$ cat config.mk
export PLATFORM = sky130hd
export DESIGN_NAME = uart_idle_frame_classifier_unit_flat
export DESIGN_NICKNAME = d
export VERILOG_FILES = /design/src/rtl/core/uifc_pkg.sv /design/src/rtl/core/uifc_if.sv /design/src/rtl/core/uart_idle_frame_classifier_unit.sv /design/src/flat_wrapper.sv
export VERILOG_INCLUDE_DIRS = /design/src /design/src/rtl/core
export SDC_FILE = /design/constraint.sdc
export NUM_CORES = 1
export LEC_CHECK = 0
export BUFFER_PORTS_ARGS = -buffer_cell sky130_fd_sc_hd__buf_2
export CAP_MARGIN = 20
export CORE_MARGIN = 5
export CORE_UTILIZATION = 50
export DETAILED_ROUTE_END_ITERATION = 6
export PLACE_DENSITY = 0.69
export SLEW_MARGIN = 15
export SYNTH_ARGS = -nofsm -noshare
export SYNTH_HDL_FRONTEND = slang
export SYNTH_SLANG_ARGS = --single-unit
$ cat constraint.sdc
create_clock -name clk -period 7.01 [get_ports clk]
set_input_delay 0.3505 -clock clk [delete_from_list [all_inputs] [get_ports clk]]
set_output_delay 0.3505 -clock clk [all_outputs]
set_load 0.1 [all_outputs]
$ cat src/rtl/core/assert_macros.svh
// assertion macros shared by the rtl, clocked on clk with active-low reset rst_n
`ifndef ASSERT_MACROS_SVH
`define ASSERT_MACROS_SVH

// implication or plain property checked on every rising clock edge out of reset
`define ASSERT_CLK(label, prop, msg) \
    label: assert property (@(posedge clk) disable iff (!rst_n) (prop)) else $error(msg);

// condition that must never be true on a rising clock edge out of reset
`define ASSERT_NEVER(label, cond, msg) \
    label: assert property (@(posedge clk) disable iff (!rst_n) !(cond)) else $error(msg);

`endif

$ cat src/rtl/core/uifc_pkg.sv
// shared types and constants of the uart idle frame classifier
`timescale 1ns / 1ps

package uifc_pkg;

    localparam int BYTE_W   = 8;
    localparam int LIMIT_W  = 16;
    localparam int LEN_W    = 11;
    localparam int TYPE_W   = 2;
    localparam int CFG_IDX_W = 2;
    localparam int CFG_DATA_W = 16;

    typedef logic [BYTE_W-1:0]     byte_t;
    typedef logic [LIMIT_W-1:0]    limit_t;
    typedef logic [LEN_W-1:0]      len_t;
    typedef logic [TYPE_W-1:0]     ftype_t;
    typedef logic [CFG_IDX_W-1:0]  cfg_idx_t;
    typedef logic [CFG_DATA_W-1:0] cfg_data_t;

    // input item kinds
    localparam logic KIND_BYTE = 1'b0;
    localparam logic KIND_TICK = 1'b1;

    // frame types
    localparam ftype_t TYPE_INVALID = 2'd0;
    localparam ftype_t TYPE_SUM     = 2'd1;
    localparam ftype_t TYPE_AT      = 2'd2;

    // register indexes
    localparam cfg_idx_t REG_HEAD_BYTE  = 2'd0;
    localparam cfg_idx_t REG_IDLE_LIMIT = 2'd1;

    // register reset values
    localparam byte_t  HEAD_BYTE_RST  = 8'd72;
    localparam limit_t IDLE_LIMIT_RST = 16'd20;

    // character codes of AT frames
    localparam byte_t CHR_A  = 8'h41;
    localparam byte_t CHR_PLUS = 8'h2B;
    localparam byte_t CHR_CR = 8'h0D;
    localparam byte_t CHR_LF = 8'h0A;

    // shortest frame that can be classified
    localparam int MIN_FRAME = 2;

endpackage

$ cat src/rtl/core/uifc_if.sv
// valid/ready channel interfaces: input items, results and register writes
`timescale 1ns / 1ps

interface uifc_item_if;
    import uifc_pkg::*;
    logic  valid;
    logic  ready;
    logic  kind;
    byte_t rx_byte;
    modport source (output valid, output kind, output rx_byte, input ready);
    modport sink   (input valid, input kind, input rx_byte, output ready);
endinterface

interface uifc_result_if;
    import uifc_pkg::*;
    logic   valid;
    logic   ready;
    ftype_t frame_type;
    len_t   frame_length;
    modport source (output valid, output frame_type, output frame_length, input ready);
    modport sink   (input valid, input frame_type, input frame_length, output ready);
endinterface

interface uifc_cfg_if;
    import uifc_pkg::*;
    logic      valid;
    logic      ready;
    cfg_idx_t  index;
    cfg_data_t data;
    modport source (output valid, output index, output data, input ready);
    modport sink   (input valid, input index, input data, output ready);
endinterface

$ cat src/rtl/core/uart_idle_frame_classifier_unit.sv
// top level of the uart idle frame classifier
`timescale 1ns / 1ps

// Takes one transaction per cycle on item: a received byte (kind 0) or one time
// tick (kind 1). Bytes are not stored; the block keeps the byte count, the 8-bit
// running sum, the first byte and the last two bytes. Each byte restarts the idle
// timer, even a byte dropped because the frame already holds MAX_FRAME bytes.
// When idle_limit ticks pass with no byte (0 acts as 1) the frame ends and one
// result transaction gives its type (0 invalid, 1 checksum, 2 AT) and length,
// then the frame state clears and the timer stops until the next byte. Ticks
// while the timer is stopped do nothing. Each item's state update is done at
// the accepting edge, and a result lands in the output register the same
// edge, so throughput is one item per cycle while item.ready is high.
// item.ready drops only while the output register holds a result that
// the sink is not taking. Register writes on cfg are always taken at once
// (index 0 head_byte, 1 idle_limit, other indexes ignored) and should only be
// made while the block is idle.
module uart_idle_frame_classifier_unit #(
    parameter int MAX_FRAME = 1024
) (
    input  logic          clk,
    input  logic          rst_n,
    uifc_item_if.sink     item,
    uifc_result_if.source result,
    uifc_cfg_if.sink      cfg
);
    import uifc_pkg::*;

    // count must hold MAX_FRAME itself
    localparam int CNT_W = $clog2(MAX_FRAME + 1);
    localparam int EXT_W = (CNT_W > LEN_W) ? CNT_W : LEN_W;
    localparam logic [CNT_W-1:0] CNT_MAX = CNT_W'(MAX_FRAME);
    localparam logic [CNT_W-1:0] CNT_MIN = CNT_W'(MIN_FRAME);

    // configuration registers
    byte_t  head_reg;
    limit_t limit_reg;

    // frame state
    logic [CNT_W-1:0] count_reg, count_next;
    byte_t            sum_reg, sum_next;
    byte_t            first_reg, first_next;
    byte_t            last_reg, last_next;
    byte_t            prev_reg, prev_next;
    limit_t           idle_reg, idle_next;
    logic             armed_reg, armed_next;

    // output register
    logic   out_valid_reg, out_valid_next;
    ftype_t type_reg, type_next;
    len_t   len_reg, len_next;

    logic             in_fire;
    logic             res_load;
    logic             is_byte;
    logic             is_tick;
    limit_t           limit_eff;
    limit_t           ticks_inc;
    logic             expire;
    byte_t            sum_but_last;
    ftype_t           frame_class;
    logic [EXT_W-1:0] len_ext;

    // register writes never stall
    assign cfg.ready = 1'b1;

    always_ff @(posedge clk or negedge rst_n)
    begin
        if (!rst_n)
        begin
            head_reg  <= HEAD_BYTE_RST;
            limit_reg <= IDLE_LIMIT_RST;
        end
        else if (cfg.valid)
        begin
            case (cfg.index)
                REG_HEAD_BYTE:  head_reg  <= cfg.data[BYTE_W-1:0];
                REG_IDLE_LIMIT: limit_reg <= cfg.data[LIMIT_W-1:0];
                default:        ;
            endcase
        end
    end

    // accept while the output register is empty or being drained
    assign item.ready = !out_valid_reg || result.ready;
    assign in_fire    = item.valid && item.ready;
    assign is_byte    = in_fire && (item.kind == KIND_BYTE);
    assign is_tick    = in_fire && (item.kind == KIND_TICK) && armed_reg;

    // idle timer: a zero limit behaves as one
    assign limit_eff = (limit_reg == '0) ? LIMIT_W'(1) : limit_reg;
    assign ticks_inc = idle_reg + LIMIT_W'(1);
    assign expire    = ticks_inc >= limit_eff;
    assign res_load  = is_tick && expire;

    // classification of the frame held in the state registers
    assign sum_but_last = sum_reg - last_reg;

    always_comb
    begin
        frame_class = TYPE_INVALID;
        if (count_reg >= CNT_MIN)
        begin
            if (first_reg == head_reg)
            begin
                frame_class = (sum_but_last == last_reg) ? TYPE_SUM : TYPE_INVALID;
            end
            else if ((first_reg == CHR_A || first_reg == CHR_PLUS) &&
                     prev_reg == CHR_CR && last_reg == CHR_LF)
            begin
                frame_class = TYPE_AT;
            end
        end
    end

    // length is the count taken to 11 bits
    assign len_ext = EXT_W'(count_reg);

    always_comb
    begin
        count_next = count_reg;
        sum_next   = sum_reg;
        first_next = first_reg;
        last_next  = last_reg;
        prev_next  = prev_reg;
        idle_next  = idle_reg;
        armed_next = armed_reg;

        if (is_byte)
        begin
            // full frame drops the byte but still restarts the timer
            if (count_reg < CNT_MAX)
            begin
                if (count_reg == '0)
                begin
                    first_next = item.rx_byte;
                end
                prev_next  = last_reg;
                last_next  = item.rx_byte;
                sum_next   = sum_reg + item.rx_byte;
                count_next = count_reg + CNT_W'(1);
            end
            idle_next  = '0;
            armed_next = 1'b1;
        end
        else if (is_tick)
        begin
            if (expire)
            begin
                count_next = '0;
                sum_next   = '0;
                first_next = '0;
                last_next  = '0;
                prev_next  = '0;
                idle_next  = '0;
                armed_next = 1'b0;
            end
            else
            begin
                idle_next = ticks_inc;
            end
        end
    end

    always_ff @(posedge clk or negedge rst_n)
    begin
        if (!rst_n)
        begin
            count_reg <= '0;
            sum_reg   <= '0;
            first_reg <= '0;
            last_reg  <= '0;
            prev_reg  <= '0;
            idle_reg  <= '0;
            armed_reg <= 1'b0;
        end
        else
        begin
            count_reg <= count_next;
            sum_reg   <= sum_next;
            first_reg <= first_next;
            last_reg  <= last_next;
            prev_reg  <= prev_next;
            idle_reg  <= idle_next;
            armed_reg <= armed_next;
        end
    end

    // output register, loaded when a frame ends
    always_comb
    begin
        out_valid_next = out_valid_reg;
        type_next      = type_reg;
        len_next       = len_reg;
        if (res_load)
        begin
            out_valid_next = 1'b1;
            type_next      = frame_class;
            len_next       = len_ext[LEN_W-1:0];
        end
        else if (result.ready)
        begin
            out_valid_next = 1'b0;
        end
    end

    always_ff @(posedge clk or negedge rst_n)
    begin
        if (!rst_n)
        begin
            out_valid_reg <= 1'b0;
        end
        else
        begin
            out_valid_reg <= out_valid_next;
        end
    end

    always_ff @(posedge clk)
    begin
        type_reg <= type_next;
        len_reg  <= len_next;
    end

    assign result.valid        = out_valid_reg;
    assign result.frame_type   = type_reg;
    assign result.frame_length = len_reg;

`include "assert_macros.svh"

    `ASSERT_NEVER(a_count_bound, count_reg > CNT_MAX, "byte count above frame limit")
    `ASSERT_CLK(a_stopped_timer_clear, !armed_reg |-> idle_reg == '0,
        "idle ticks held while timer stopped")
    `ASSERT_CLK(a_end_clears_frame, res_load |=> count_reg == '0 && !armed_reg && out_valid_reg,
        "frame end did not clear state or post a result")
    `ASSERT_CLK(a_empty_frame_clear, count_reg == '0 |-> sum_reg == '0 && first_reg == '0,
        "empty frame holds stale data")
    `ASSERT_NEVER(a_no_overwrite, res_load && out_valid_reg && !result.ready,
        "pending result overwritten")

endmodule
$ cat src/flat_wrapper.sv
// flat-port wrapper written by rule: the top's interface ports become plain ports
module uart_idle_frame_classifier_unit_flat import uifc_pkg::*;
#(
    parameter int MAX_FRAME = 1024
)
  (clk, rst_n, item_valid, item_kind, item_rx_byte, item_ready, result_valid, result_frame_type, result_frame_length, result_ready, cfg_valid, cfg_index, cfg_data, cfg_ready);
  uifc_item_if item_i ();
  uifc_result_if result_i ();
  uifc_cfg_if cfg_i ();
  input  logic clk;
  input  logic rst_n;
  input wire logic [$bits(item_i.valid)-1:0] item_valid;
  input wire logic [$bits(item_i.kind)-1:0] item_kind;
  input wire logic [$bits(item_i.rx_byte)-1:0] item_rx_byte;
  output wire logic [$bits(item_i.ready)-1:0] item_ready;
  output wire logic [$bits(result_i.valid)-1:0] result_valid;
  output wire logic [$bits(result_i.frame_type)-1:0] result_frame_type;
  output wire logic [$bits(result_i.frame_length)-1:0] result_frame_length;
  input wire logic [$bits(result_i.ready)-1:0] result_ready;
  input wire logic [$bits(cfg_i.valid)-1:0] cfg_valid;
  input wire logic [$bits(cfg_i.index)-1:0] cfg_index;
  input wire logic [$bits(cfg_i.data)-1:0] cfg_data;
  output wire logic [$bits(cfg_i.ready)-1:0] cfg_ready;
  assign item_i.valid = item_valid;
  assign item_i.kind = item_kind;
  assign item_i.rx_byte = item_rx_byte;
  assign item_ready = item_i.ready;
  assign result_valid = result_i.valid;
  assign result_frame_type = result_i.frame_type;
  assign result_frame_length = result_i.frame_length;
  assign result_i.ready = result_ready;
  assign cfg_i.valid = cfg_valid;
  assign cfg_i.index = cfg_index;
  assign cfg_i.data = cfg_data;
  assign cfg_ready = cfg_i.ready;
  uart_idle_frame_classifier_unit #(.MAX_FRAME(MAX_FRAME)) u_core (.clk(clk), .rst_n(rst_n), .item(item_i), .result(result_i), .cfg(cfg_i));
endmodule
After elaboration in Yosys (flattened, before gate mapping). Index checks and enable logic that the tools add are counted.

Flip-flop bits (word level): 98. Input port bits: 32. Output and inout bits: 16. Word-level logic and storage cells: 77.

Add/subtract/negate cells: 4. $lt $le $gt $ge: 3. Equal/unequal tests: 9. Muxes and demuxes: 27. Bitwise operators: 1. Reductions and logical operators: 21.

Operators with widths (count): 2-to-1 mux 8 bit (11); 2-to-1 mux 16 bit (4); 2-to-1 mux 11 bit (4); adder 16 x 1 -> 16 bit, second input constant (1); equality test 8 x 4 -> 1 bit, second input constant (2); equality test 8 bit (2); greater-or-equal comparator 16 bit (1); logical NOT 16 bit (1); adder 11 x 1 -> 11 bit, second input constant (1); greater-or-equal comparator 11 x 2 -> 1 bit, second input constant (1); logical NOT 11 bit (1); less-than comparator 11 bit, second input constant (1); adder 8 bit (1); equality test 8 x 6 -> 1 bit, second input constant (1); equality test 8 x 7 -> 1 bit, second input constant (1); subtractor 8 bit (1); logical AND 1 bit (7); 2-to-1 mux 1 bit (6); AND reduction 2 bit (3); nonzero test 2 bit (3); 2-to-1 mux 2 bit (2); != test 2 bit, second input constant (2); AND reduction 4 bit (1); AND reduction 3 bit (1); 5 further kinds (6).

Logic depth before layout (Yosys ltp). Gate-level depths: netlist of run 1.

Word-level depth: 7. Mapped depth: 14. Depth with buffers taken out: 12.

Worst setup path after synthesis of run 1. OpenSTA, ideal clock, no wires.

Path type: reg2reg. From: register u_core.idle_reg[6]. To: register u_core.len_reg[0], in the netlist u_core.result.frame_length[0], enable pin. Setup time: 341 ps. Arrival: 2873 ps. Data required time: 6669 ps. Slack: 3796 ps. Stages on the path, launching flop included: 13. Buffers on the path: 2. Clock period less this slack: 3214 ps. Cell sequence: dfrtp_1 > buf_2 > and4_1 > and3_1 > and3_1 > nand4_1 > xnor2_1 > ha_1 > nand4_1 > nor3_1 > nand3_1 > nand2_1 > buf_2.

Word-level cells in the longest chain between the ends: 3.

RTL lines: start, declared (RTL line uart_idle_frame_classifier_unit.sv:45) `limit_t idle_reg, idle_next;`; start signal, assigned (RTL line uart_idle_frame_classifier_unit.sv:184) `idle_reg <= idle_next;`; adder 16 x 1 -> 16 bit (RTL line uart_idle_frame_classifier_unit.sv:92) `assign ticks_inc = idle_reg + LIMIT_W'(1);`; greater-or-equal comparator 16 bit (RTL line uart_idle_frame_classifier_unit.sv:93) `assign expire = ticks_inc >= limit_eff;`; logical AND 1 bit (RTL line uart_idle_frame_classifier_unit.sv:94) `assign res_load = is_tick && expire;`; end signal, assigned (RTL line uart_idle_frame_classifier_unit.sv:222) `len_reg <= len_next;`; end, declared (RTL line uart_idle_frame_classifier_unit.sv:51) `len_t len_reg, len_next;`.

No other way between the ends. A chain may end at the register's enable or synchronous reset.

Worst setup path after layout of run 1.
From: register u_core.idle_reg[6]. To: register u_core.type_reg[0], in the netlist u_core.result.frame_type[0], enable pin.

Word-level cells in the longest chain between the ends: 3.

RTL lines: adder 16 x 1 -> 16 bit (RTL line uart_idle_frame_classifier_unit.sv:92); greater-or-equal comparator 16 bit (RTL line uart_idle_frame_classifier_unit.sv:93); logical AND 1 bit (RTL line uart_idle_frame_classifier_unit.sv:94); end signal, assigned (RTL line uart_idle_frame_classifier_unit.sv:221) `type_reg <= type_next;`; end, declared (RTL line uart_idle_frame_classifier_unit.sv:50) `ftype_t type_reg, type_next;`.

No other way between the ends.

==> results by group, run 1 <==
Floorplanning
  – Core box area: 0.01042 sq mm
  – Row cnt: 37
  – I/O pin count: 48
  – Initial core utilization: 51.69%
  – Die H: 113.8 microns
  – Die ar.: 0.01294 sq mm
  – Die W: 113.8 microns

Cells and area
  – Antenna cells: 0
  – Share of layout cells above drive strength 1: 17.07%
  – Fin nets: 636
  – Area grow syn2layout: 10.34%
  – Fill cell count: 880

Synth
  – Top-count cell post-synth: dfrtp_1
  – Yosys top cell area share: 37.65%
  – Mapped cell area: 0.005384 sq mm
  – Mapped Nets: 594
  – Dominant synthesized flop cell: dfrtp_1
  – Asr flop ratio synth: 86.73%
  – Largest area contributor in the netlist: dfrtp_1
  – Cell variety after synth: 50
  – Commonest cells in the netlist: dfrtp_1 (81), nand2_1 (68), ha_1 (33), inv_1 (33), xnor2_1 (29)
  – Mean post-synth cell area: 10.22 sq um
  – Total number of yosys warnings: 0
  – Gate Count Post-Synth: 527
  – #FFs+latches synth: 98
  – Synth top area cells: dfrtp_1 (38%), ha_1 (7.7%), edfxtp_1 (7.3%)
  – Sequential area share after synthesis: 46.85%
  – Post-synth EDFFs: 13

Clock network
  – CTS tree: done
  – CTS buffer count: 9
  – Clock sinks: 98
  – CTS clk-pin slew, worst paths: 0.09 ns
  – Post-CTS setup buffers: 0
  – PostCTS Resize Cnt: 0
  – Root Driver: clkbuf_8
  – Clk_lat worst skew: 0.38 ns
  – # H-tree levels: 3
  – Clock Tree Buf Depth: 2

GRT
  – First-pass GRT wire length: 19280 microns
  – Antenna violations before repair: 0
  – Grt total ovfl: 0
  – Vias in the first global route: 4059
  – GR Util All Layers: 18.50%
  – Largest net degree at the start of global routing: 66

Worst setup path
  – WP data required: 7.06 ns
  – Startpoint Class: register
  – Critical Path Fanout Max: 32
  – Crit. End Element: register
  – Kind of cell adding the most delay to the critical path: simple AND/OR/NAND/NOR gates
  – Delay of the slowest cell on the worst path: 0.50 ns
  – CP max stage cell: dfrtp_1
  – Critical path, cell by cell: and4_1 > and3_1 > and3_1 > nand4_1 > xnor2_1 > ha_1 > nand4_1 > nor3_1 > nand3_1 > nand2_1 > buf_4
  – Setup CP Type: register to register
  – Critical Path AT: 4.00 ns
  – Buf+Inv Stages, Crit Path: 1

Drt
  – Drt drc: 0
  – DRT iter0 DRCs: 249
  – Wire per inst: 15.87 microns
  – Via count: 3960
  – 1st-pass router iterations: 4
  – Wirelength, routed: 11270 microns
  – Routed vias/inst: 5.577
  – Detail Route Antenna Nets: 0

Power and ir drop
  – Power Dens Cells: 290.3 mW/mm^2
  – Total Power: 0.001725 W
  – Peak supply drop: 0.1604 mV
  – Leakage power figure: 2.716 nW

STA
  – Achievable frequency: 0.2532 GHz
  – Final min period: 3.950 ns
  – Slew @ Worst Pin: 0.9769 ns
  – RSZ-0062 raised after global routing: no
  – Max Clock Skew: 0.009903 ns
  – Final setup violating endpoints: 0
  – Period utilisation layout: 56.34%
  – Slew HR: 34.67%
  – Final Hold Viols: 0
  – Setup Total Neg Slack: 0 ns
  – Pins Over Slew Limit: 0

Placement
  – HPWL Detailed: 8308 microns
  – PortBufs: 46
  – GP Congestion: 0.8292

Outcome
  – Status: completed

Flow run
  – Max-cap viol count: 0

Worst hold path
  – Hold Crit Class: input port to register
## cell families (layout without fill, tap and decap cells)
kind of cell,count (synthesis),in the layout,share of synthesized area [%]
simple gates,163,163,14.90
other cells,1,1,0.06965
buf+inv,53,100,4.323
flops,98,98,46.85
mux,29,29,5.973
fa+ha+maj,35,35,8.413
compound gates,108,108,12.97
xor+xnor,40,40,6.507
## final timing paths
check                                    startpoint                     endpoint  slack [ns]  depth (start not counted)
worst max register to register   u_core.idle_reg[6]  u_core.result.frame_type[0]        3.06                         11
worst min-delay path                   cfg_data[12]         u_core.limit_reg[12]        0.20                          2
min in group asynchronous                     rst_n          u_core.idle_reg[11]        0.38                          2
max in group asynchronous                     rst_n            u_core.sum_reg[7]        5.52                          3
worst min register to register  u_core.idle_reg[15]          u_core.idle_reg[15]        0.50                          1
worst max-delay path             u_core.idle_reg[6]  u_core.result.frame_type[0]        3.06                         11
## cell type report
| cell class | instances | area (sq um) | area share [%] |
|---|---|---|---|
| multi-input combinational | 376 | 2629 | 44.25 |
| sequential | 98 | 2522 | 42.46 |
| timing repair buffer | 51 | 272.8 | 4.591 |
| tap | 136 | 170.2 | 2.864 |
| clock buffer | 11 | 162.7 | 2.738 |
| inverter | 33 | 123.9 | 2.085 |
| clock inverter | 5 | 60.06 | 1.011 |
## where the power goes
part           internal (W)  switching (W)  leakage [nW]
clock network      0.000197       0.000202         0.111
registers          0.000679       0.000105          1.19
logic              0.000265       0.000276          1.41
total               0.00114       0.000584          2.72
## routing by layer
| metal | track usage, % | part of all wire, % | up-vias |
|---|---|---|---|
| li1 | - | - | 1975 |
| met1 | 23.86 | 45 | 1894 |
| met2 | 30.55 | 48 | 74 |
| met3 | 3.236 | 4.0 | 17 |
| met4 | 8.314 | 2.6 | 0 |
| met5 | 0 | 0 | - |
## stage by stage
stage,util (%),hold WS (ns),std cells,setup slack (ns),area [sq um]
2_1_floorplan,-,0.05491,527,3.796,5384
3_3_place_gp,54.80,0.2503,693,3.249,5708
3_5_place_dp,54.80,0.2531,693,3.100,5708
4_1_cts,57.03,0.1836,710,3.068,5941
5_1_grt,57.03,0.1972,710,2.699,5941
6_report,57.03,0.2003,710,3.060,5941
## repair_timing
| action | 4_1_cts | 5_1_grt |
|---|---|---|
| endpoints found under the hold margin | 20 | 0 |
| hold buffers | 1 | 0 |
| setup endpoints to repair | 0 | 0 |
## cell usage in the layout, fill, tap and decap left out, types with 3 or more instances in the layout
cell and instances:
a31oi_1 21, nand2_1 68, and3_1 10, a21o_1 3
xor2_1 11, nand2b_1 10, ha_1 33, dfrtp_1 81
nand4_1 7, o21ai_1 4, o31ai_1 8, mux2i_1 4
buf_4 5, o21a_1 5, a22o_1 5, nor2_1 22
or4_1 3, a41oi_1 4, a21oi_1 21, clkbuf_8 10
o22ai_1 11, xnor2_1 29, edfxtp_1 13, dfstp_2 4
nor3_1 6, buf_2 45, inv_1 33, mux2_2 25
nor4_1 9, nand3_1 14, o21ai_0 17
No activity file was read; power rests on OpenSTA's default activity.
==> run 2, diff against run 1 <==
--- a/config.mk
+++ b/config.mk
@@ -6,12 +6,13 @@
 export SDC_FILE = /design/constraint.sdc
 export NUM_CORES = 1
 export LEC_CHECK = 0
+export ABC_AREA = 1
 export BUFFER_PORTS_ARGS = -buffer_cell sky130_fd_sc_hd__buf_2
 export CAP_MARGIN = 20
 export CORE_MARGIN = 5
 export CORE_UTILIZATION = 50
 export DETAILED_ROUTE_END_ITERATION = 6
-export PLACE_DENSITY = 0.69
+export PLACE_DENSITY = 0.71
 export SLEW_MARGIN = 15
 export SYNTH_ARGS = -nofsm -noshare
 export SYNTH_HDL_FRONTEND = slang
==> constraint.sdc (replaced) <==
create_clock -name clk -period 3.4 [get_ports clk]
set_input_delay 0.17 -clock clk [delete_from_list [all_inputs] [get_ports clk]]
set_output_delay 0.17 -clock clk [all_outputs]
set_load 0.1 [all_outputs]
==> run 2 against run 1 <==
Effect of this change: clock skew rose by 0.0014 ns; worst hold slack worse by 0.15 ns; clock-buffer cell count increased by 1; critical path type unchanged; largest cell class unchanged; largest power group unchanged.
==> results by group, run 2 <==
Synth
  – Commonest cells in the netlist: nand2_1 (252), inv_1 (99), dfrtp_1 (81)
  – Sequential area share after synthesis: 44.23% (-2.6 points)
  – Asr flop ratio synth: 86.73% (unchanged)
  – Cell variety after synth: 43 (-14%)
  – Mapped cell area: 0.005703 sq mm (+5.9%)
  – Top-count cell post-synth: nand2_1
  – Largest area contributor in the netlist: dfrtp_1
  – Mean post-synth cell area: 7.845 sq um (-23%)
  – Yosys top cell area share: 35.54% (-2.1 points)
  – Post-synth EDFFs: 13 (unchanged)
  – Synth top area cells: dfrtp_1 (36%), nand2_1 (17%), ha_1 (7.2%)
  – Dominant synthesized flop cell: dfrtp_1
  – Gate Count Post-Synth: 727 (+38%)
  – #FFs+latches synth: 98 (unchanged)
  – Total number of yosys warnings: 0 (unchanged)
  – Mapped Nets: 794 (+34%)

Cells and area
  – Commonest non-fill, non-tap cell in the layout: nand2_1
  – Fin util: 56.00% (-1.0 points)
  – Commonest cells after routing, fill and taps aside: nand2_1 (252), inv_1 (99), dfrtp_1 (81)
  – Fin nets: 840 (+32%)
  – Area grow syn2layout: 11.17%
  – Share of layout cells above drive strength 1: 11.05% (-6.0 points)
  – Antenna cells: 0 (unchanged)
  – Fill cell count: 1062 (+21%)

STA
  – Worst Hold Slack: 0.05206 ns (-0.1483 ns)
  – Final min period: 3.101 ns (-0.8484 ns)
  – Achievable frequency: 0.3224 GHz (+27%)
  – Period utilisation layout: 91.21% (+35 points)
  – Pins Over Slew Limit: 0 (unchanged)
  – RSZ-0062 raised after global routing: no
  – Setup WS post-layout: 0.2987 ns (-2.762 ns)
  – Setup Total Neg Slack: 0 ns (unchanged)
  – Slew @ Worst Pin: 1.022 ns (+0.04515 ns)
  – Final setup violating endpoints: 0 (unchanged)
  – Max Clock Skew: 0.01135 ns (+0.001450 ns)
  – Slew HR: 31.66% (-3.0 points)
  – Final Hold Viols: 0 (unchanged)

Power and ir drop
  – Power Dens Cells: 598.7 mW/mm^2 (+110%)
  – Leakage power figure: 3.427 nW (+26%)
  – Peak supply drop: 0.3627 mV (+130%)

GRT
  – Antenna violations before repair: 0 (unchanged)
  – Grt total ovfl: 0 (unchanged)
  – Vias in the first global route: 4544 (+12%)
  – Largest net degree at the start of global routing: 86 (+30%)
  – GR Util All Layers: 19.61% (+1.1 points)
  – First-pass GRT wire length: 21220 microns (+10%)

Drt
  – 1st-pass router iterations: 7 (+3)
  – Wirelength, routed: 12310 microns (+9.3%)
  – Drt drc: 0 (unchanged)
  – M1 WL: 5909 microns (+16%)
  – Met2 WL post-DR: 5655 microns (+4.0%)
  – Wire per inst: 13.37 microns (-16%)
  – Via count: 4706 (+19%)
  – DRT iter0 DRCs: 310 (+24%)
  – WL met3: 547 microns (+20%)
  – DR top layer: met4
  – Routed vias/inst: 5.110 (-8.4%)
  – Detail Route Antenna Nets: 0 (unchanged)

Clock network
  – CTS buffer count: 9 (unchanged)
  – Post-CTS setup buffers: 0 (unchanged)
  – CTS tree: done
  – CTS clk-pin slew, worst paths: 0.07 ns (-0.02 ns)
  – Clock sinks: 98 (unchanged)
  – Clock Tree Buf Depth: 2 (unchanged)
  – Root Driver: clkbuf_16
  – # H-tree levels: 3 (unchanged)
  – PostCTS Resize Cnt: 0 (unchanged)
  – Clk_lat worst skew: 0.35 ns (-0.03 ns)
  – Number of hold buffers added after CTS: 0 (-1)

Floorplanning
  – Die H: 116.8 microns (+2.7%)
  – Die ar.: 0.01364 sq mm (+5.4%)
  – Initial core utilization: 50.38% (-1.3 points)
  – Core box area: 0.01132 sq mm (+8.7%)
  – I/O pin count: 48 (unchanged)
  – Row cnt: 39 (+5.4%)
  – Die W: 116.8 microns (+2.7%)

Worst setup path
  – Startpoint Class: register
  – Kind of cell adding the most delay to the critical path: simple AND/OR/NAND/NOR gates
  – Critical path, cell by cell: ha_1 > nand3_1 > nor2_1 > nand3_1 > nor2_1 > xor2_1 > ha_1 > nand4_1 > a21oi_1 > nor2_1 > nand3_1 > nand2_2 > buf_12 > nand2_1 > nand2_1
  – Critical Path Fanout Max: 22 (-31%)
  – Critical Path AT: 3.38 ns (-0.62 ns)
  – Buf+Inv Stages, Crit Path: 1 (unchanged)
  – WP data required: 3.68 ns (-3.38 ns)
  – CP max stage cell: dfrtp_1
  – Delay of the slowest cell on the worst path: 0.40 ns (-0.10 ns)
  – Setup CP Type: register to register
  – Crit. End Element: register

Worst hold path
  – Hold Crit Class: input port to register

Outcome
  – Status: completed

Placement
  – Dpl ws: 0.3076 ns (-2.792 ns)
  – PortBufs: 46 (unchanged)
  – HPWL Detailed: 9387 microns (+13%)
  – GP Congestion: 0.8836 (+6.6%)

Flow run
  – Max-cap viol count: 0 (unchanged)
## run 2: changes by cell type in the layout (fill, tap and decap cells not counted), moves of 23 or more
cell,previous run,this run
nand2_1,68,252
nand3_1,14,38
inv_1,33,99
mux2_2,25,0
nor2_1,22,45
xnor2_1,29,5
## run 2: final timing paths
check                                   start  depth (start not counted)                 end  slack (ns)
setup reg to reg           u_core.idle_reg[0]                         15  u_core.prev_reg[6]        0.30
min in group asynchronous               rst_n                          2  u_core.head_reg[7]        0.45
setup / recovery           u_core.idle_reg[0]                         15  u_core.prev_reg[6]        0.30
max in group asynchronous               rst_n                          2  u_core.idle_reg[0]        2.41
hold reg to reg            u_core.prev_reg[3]                          2  u_core.prev_reg[3]        0.47
hold / removal                    cfg_data[3]                          3  u_core.head_reg[3]        0.05
## run 2: power breakdown
group,switching (W),internal [W],leakage [nW]
sequential,0.000251,0.00142,1.17
combinational,0.000695,0.000489,2.12
clock,0.000439,0.000499,0.131
## run 2: per-stage QoR
stage               total power, W  instances  cell area, sq um
floorplan                 0.002568        727              5703
global placement          0.002822        904              6062
detailed placement        0.002870        904              6062
CTS                       0.003813        920              6326
global route              0.004110        921              6340
finish                    0.003796        921              6340
## run 2: cell type report
| class | count | area [sq um] | share of cell area, % |
|---|---|---|---|
| sequential | 98 | 2522 | 39.79 |
| inverter | 102 | 384.1 | 6.059 |
| tap | 143 | 178.9 | 2.822 |
| multi-input combinational | 512 | 2709 | 42.73 |
| timing repair buffer | 50 | 281.5 | 4.440 |
| clock buffer | 12 | 236.5 | 3.730 |
| clock inverter | 4 | 27.53 | 0.4342 |
## run 2: cells by family (layout without fill, tap and decap cells)
group | count (synthesis) | in the layout | share of synthesized area, %
buffers and inverters | 117 | 168 | 8.271
AOI/OAI and AO/OA | 71 | 71 | 6.933
other | 1 | 1 | 0.06576
xor gates and xnor gates | 25 | 25 | 3.839
DFF | 98 | 98 | 44.23
adders and majority gates | 35 | 35 | 7.942
and+or+nand+nor | 380 | 380 | 28.72
## run 2: tightest hold or removal path: cells and delay by family
family,cells,cell delay [ns]
buffers and inverters,2,0.14
AOI/OAI and AO/OA,1,0.08
## run 2: layer usage
metal	vias up	GRT usage, %
li1	2400	-
met1	2198	27.97
met2	93	30.68
met3	15	3.805
met4	0	5.581
met5	-	0
